==> src/rtl/fema_pkg.sv <==
// Shared types and constants for the element matrix apply block.
`default_nettype none
package fema_pkg;
  typedef enum logic [1:0] {
    CMD_LOAD = 2'd0,
    CMD_ELEM = 2'd1,
    CMD_READ = 2'd2,
    CMD_NONE = 2'd3
  } cmd_t;

  typedef enum logic {
    REG_STIFFNESS = 1'b0,
    REG_BOUNDARY  = 1'b1
  } reg_idx_t;

  typedef enum logic [2:0] {
    ST_IDLE,
    ST_READ,
    ST_FETCH,
    ST_LANES,
    ST_UPD_RD,
    ST_UPD_WR
  } state_t;

  localparam int VAL_W    = 32;
  localparam int X2_W     = 34;
  localparam int NUM_W    = 40;
  localparam int PART_W   = 35;
  localparam int IDX_W    = 12;
  localparam int LVL_W    = 4;
  localparam int MAX_LEVEL = 15;
  localparam int DIV_BYTES = 5;
  // ceil(2^16 / 9): exact quotient for dividends below 2304
  localparam logic [12:0] RECIP9 = 13'd7282;
endpackage
`default_nettype wire

==> src/rtl/fema_lane.sv <==
// One matrix row: weighted sum of four corner values, then rounded scaling.
`default_nettype none
module fema_lane #(
  parameter logic [1:0] ROW = 2'd0
) (
  input  wire logic                                   clk,
  input  wire logic                                   rst,
  input  wire logic                                   go,
  input  wire logic                                   stiffness,
  input  wire logic [fema_pkg::LVL_W-1:0]             lvl,
  input  wire logic                                   hang,
  input  wire logic signed [3:0][fema_pkg::X2_W-1:0]  x2,
  output logic signed [fema_pkg::PART_W-1:0]          part,
  output logic                                        done
);
  import fema_pkg::*;

  logic [2:0] phase;
  logic signed [NUM_W-1:0] num, num_next;
  logic neg;
  logic [NUM_W-1:0] tb;
  logic [NUM_W-1:0] t_next;
  logic [3:0] r;
  logic [NUM_W-1:0] q;
  logic [NUM_W-1:0] mag;
  logic [5:0] sh;
  logic [NUM_W:0] biased;
  logic [11:0] dx;
  logic [24:0] prod;
  logic [7:0] qd;

  function automatic logic signed [NUM_W-1:0] term(input logic signed [X2_W-1:0] x,
                                                  input logic [1:0] n, input logic stf);
    logic signed [NUM_W-1:0] xe;
    xe = NUM_W'(x);
    if (!stf) begin
      term = xe <<< (2 - n);
    end else begin
      unique case (n)
        2'd0:    term = (xe <<< 4) + (xe <<< 3);
        2'd1:    term = -((xe <<< 2) + (xe <<< 1));
        default: term = -((xe <<< 3) + (xe <<< 2));
      endcase
    end
  endfunction

  always_comb begin
    logic [1:0] d;
    num_next = '0;
    for (int j = 0; j < 4; j++) begin
      d = ROW ^ 2'(j);
      num_next = num_next + term(x2[j], 2'(d[0]) + 2'(d[1]), stiffness);
    end
  end

  // round half away: (|num| + den/2) >> s, then / 9 a byte per cycle
  always_comb begin
    mag    = num[NUM_W-1] ? NUM_W'(-num) : NUM_W'(num);
    sh     = 6'd3 + 6'(hang) + (stiffness ? 6'd0 : {1'b0, lvl, 1'b0});
    biased = {1'b0, mag} + ((NUM_W+1)'(9) << (sh - 6'd1));
    t_next = NUM_W'(biased >> sh);
    dx     = {r, tb[NUM_W-1 -: 8]};
    prod   = 25'(dx) * 25'(RECIP9);
    qd     = prod[23:16];
  end

  always_ff @(posedge clk) begin
    if (rst) begin
      phase <= '0;
      done  <= 1'b0;
    end else begin
      done <= 1'b0;
      if (phase == 3'd0) begin
        if (go) begin
          phase <= 3'd1;
        end
      end else if (phase == 3'(DIV_BYTES + 1)) begin
        phase <= '0;
        done  <= 1'b1;
      end else begin
        phase <= phase + 3'd1;
      end
    end
  end

  always_ff @(posedge clk) begin
    if (phase == 3'd0) begin
      num <= num_next;
    end else if (phase == 3'd1) begin
      neg <= num[NUM_W-1];
      tb  <= t_next;
      r   <= '0;
      q   <= '0;
    end else begin
      r  <= 4'(dx - 12'(9 * 12'(qd)));
      q  <= {q[NUM_W-9:0], qd};
      tb <= tb << 8;
    end
  end

  assign part = neg ? -PART_W'(q) : PART_W'(q);
endmodule
`default_nettype wire

==> config.mk <==
export PLATFORM = sky130hd
export DESIGN_NAME = fema_lane
export DESIGN_NICKNAME = d
export VERILOG_FILES = /design/src/rtl/fema_pkg.sv /design/src/rtl/fema_lane.sv
export SDC_FILE = /design/constraint.sdc
export NUM_CORES = 1
export LEC_CHECK = 0
export BUFFER_PORTS_ARGS = -buffer_cell sky130_fd_sc_hd__clkbuf_2
export CELL_PAD_IN_SITES_DETAIL_PLACEMENT = 0
export CELL_PAD_IN_SITES_GLOBAL_PLACEMENT = 2
export CORE_ASPECT_RATIO = 2
export CORE_MARGIN = 10
export CORE_UTILIZATION = 39
export CTS_CLUSTER_SIZE = 10
export DETAILED_ROUTE_END_ITERATION = 6
export PLACE_DENSITY_LB_ADDON = 0.25
export REMOVE_ABC_BUFFERS = 1
export SLEW_MARGIN = 20
export SYNTH_ARGS = -nofsm -noshare
export SYNTH_HDL_FRONTEND = slang
export SYNTH_SLANG_ARGS = --single-unit
export TNS_END_PERCENT = 30
==> constraint.sdc <==
create_clock -name clk -period 7.4 [get_ports clk]
set_clock_uncertainty 0.05 [all_clocks]
set_input_delay 0.37 -clock clk [delete_from_list [all_inputs] [get_ports clk]]
set_output_delay 0.37 -clock clk [all_outputs]
set_load 0.1 [all_outputs]
==> results.md <==
* Normalized max-slew margin at 0.265
* Critical path's slowest cell: mux4_2
* PortBufs at 180
* Register area share after synthesis at 0.137
* Highest clock rate at 142 MHz
* Pwr dens at 579 nW/µm²
* Final min period at 7.05 ns
* DR WL/cell at 21.3 µm
* Clock Sinks at 124
* Share of the synthesized area in the top cell type at 0.179
* RD Place Congestion at 0.983
* Setup TNS at 0 ns
* CP arrival at 7.25 ns
* # nets final at 4270
* Commonest cells post-synth: 385 x ha_1, 374 x inv_1, 291 x nand2_1
* Asr flop ratio synth at 0
* Largest net degree at the start of global routing at 79
* Mean Syn Cell Area at 8.07 µm²
* Num ports at 181
* Clk pin slew, worst setup/hold paths at 0.06 ns
* Congestion Overflow GR at 0
* Std cell rows at 136
* Hold path depth at 3
* Antenna Violating Nets Remaining at 0
* Crit path kind: reg -> reg
* DRC Markers at 0
* Leakage at 15.0 nW
* Post-synth EDFFs at 120
* Number of global-route vias before repair at 27200
* RSZ-0062 raised after global routing: yes
* Syn Inst Count at 3342
* Worst Setup End Kind: register
* Post-synthesis cell type count at 93
* TritonRoute pass-1 iters at 5
* Total number of yosys warnings at 0
* CTS tree: built
* Clock Path Buffers at 3
* DP Worst Slack at -0.271 ns
* Worst r2r path cells at 23
* Initial antenna violation count at 3
* Fin cells at 4535
* Area grow syn2layout at 14.2%
* Final Cycle Share at 0.952
* Num CTS Buffers at 25
* Share of cells above drive strength 1 at 0.138
* Final setup viols at 0
* Post-route cell area at 30800 µm²
* Setup crit start kind: register
* Tot Pwr at 17.8 mW
* CP Cell Sequence: nor4_2, nand2_1, or4_4, nand2b_4, or4_4, or4_1, or4_4, nand2b_4, o31a_4, xor2_1, ha_1, and2_1, nand3_1, o21ai_0, buf_4, inv_1, a2111oi_2, nor3_1, mux4_2, mux2i_2, buf_4, nor2_1, a221o_1
* Die Y at 392 µm
* Worst Tran Pin Value at 1.07 ns
* Total Routing Usage GR at 0.237
* #FFs+latches synth at 124
* Status: completed
* Core Region at 68600 µm²
* Area after DPL at 30000 µm²
* Clk Tree Root Cell: clkbuf_16
* Via count at 25400
* Hold Crit Class: in -> reg
* Critical Path Most Common Cell: or4_4
* Die area at 80700 µm²
* VDD IR-drop max at 0.000900 V
* Area contributors post-synth: ha_1 18%, edfxtp_1 13%, fa_1 8.2%
* Initial DRC Count at 1087
* Placed Instances at 4498
* Filler cells at 6954
* Most common cell in the netlist: ha_1
* Fin. max-slew vios at 0
* Detailed Place HPWL at 84.0 mm
* Global-route wire length before repair at 149 mm
* Initial Util at 0.393
* Hold Fails Final Rpt at 0
* Final worst slack at 0.352 ns
* Via density at 5.60
* CP max stage delay at 0.58 ns
* CP Max Fanout at 6
* Skew-Pair Late Insertion Delay at 0.51 ns
* Data required, critical path at 7.60 ns
* CTS HTree Levels at 4
* Max-Cap Viols at 0
* Top_reg_cell synth: edfxtp_1
* Total routed wirelength at 96.8 mm
* Synthesized area at 27000 µm²
* Chip width at 206 µm
* Yosys top cell by area: ha_1
[per-layer routing]
layer	routed length [µm]	global-route usage	vias up
met5	11	0	-
met4	6430	0.144	2
met3	2740	0.0231	233
met2	56000	0.493	543
met1	31600	0.207	12100
li1	-	-	12500
[layout by cell type, fill, tap and decap left out, types with 124 or more instances in the layout]
| cell | instances |
|---|---|
| nor2_1 | 228 |
| a21oi_1 | 242 |
| inv_1 | 373 |
| buf_4 | 193 |
| xnor2_1 | 214 |
| o21ai_0 | 195 |
| ha_1 | 384 |
| nand2_1 | 291 |
| a21o_1 | 124 |
| clkbuf_2 | 179 |
[through the flow]
step | hold WS [ns] | utilization
after floorplan | 0.389 | -
after global placement | 0.460 | 0.438
after detailed placement | 0.470 | 0.438
after CTS | 0.135 | 0.448
after global routing | 0.182 | 0.449
final | 0.143 | 0.449
[where the power goes]
group	internal, mW	switching, mW
sequential	1.56	0.284
clock	0.634	0.363
combinational	6.46	8.54
total	8.65	9.19
[worst max-delay path, delay by kind of cell, from the launching register on]
family                     cells  cell delay [ns]
xor gates and xnor gates       1             0.16
adders and majority gates      1             0.39
AOI/OAI and AO/OA              4             1.27
buffers and inverters          3             0.46
DFF                            1             0.43
muxes                          2             0.80
and+or+nand+nor               12             3.23
[cell families after synthesis]
group	after synthesis	synth area share
buffers and inverters	491	0.0686
AND/OR/NAND/NOR	873	0.154
adder cells (fa/ha/maj)	495	0.260
AO/OA/AOI/OAI	940	0.227
flip-flops	124	0.137
other	1	0.000139
XOR/XNOR	287	0.0937
multiplexers	131	0.0604
[area by class of cell]
| class | count | area, µm² | area share |
|---|---|---|---|
| timing repair buffer | 376 | 2400 | 0.0780 |
| clock inverter | 7 | 56.3 | 0.00183 |
| tap | 897 | 1120 | 0.0364 |
| sequential | 124 | 3680 | 0.120 |
| clock buffer | 26 | 629 | 0.0204 |
| multi-input combinational | 2727 | 21500 | 0.698 |
| antenna | 2 | 5.00 | 0.000162 |
| inverter | 376 | 1410 | 0.0458 |
[final timing paths]
kind         startpoint        to  slack (ns)
max              num[4]    tb[17]        0.35
min                  go  phase[0]        0.14
max reg2reg      num[4]    tb[17]        0.35
min reg2reg      tb[29]    tb[37]        0.47
[registers in the layout (all words and copies together), names as in the netlist]
| register | cells |
|---|---|
| neg | 1 |
| done | 1 |
| tb | 40 |
| phase | 3 |
| num | 40 |
| q | 35 |
| r | 4 |
[timing repair]
item,4_1_cts,5_1_grt
resized for setup,0,14
endpoints found under the setup margin,0,26
hold endpoints to repair,3,0
buffers inserted,0,0
hold buffers,1,0
Note: power is estimated with default switching activity, not from simulation.
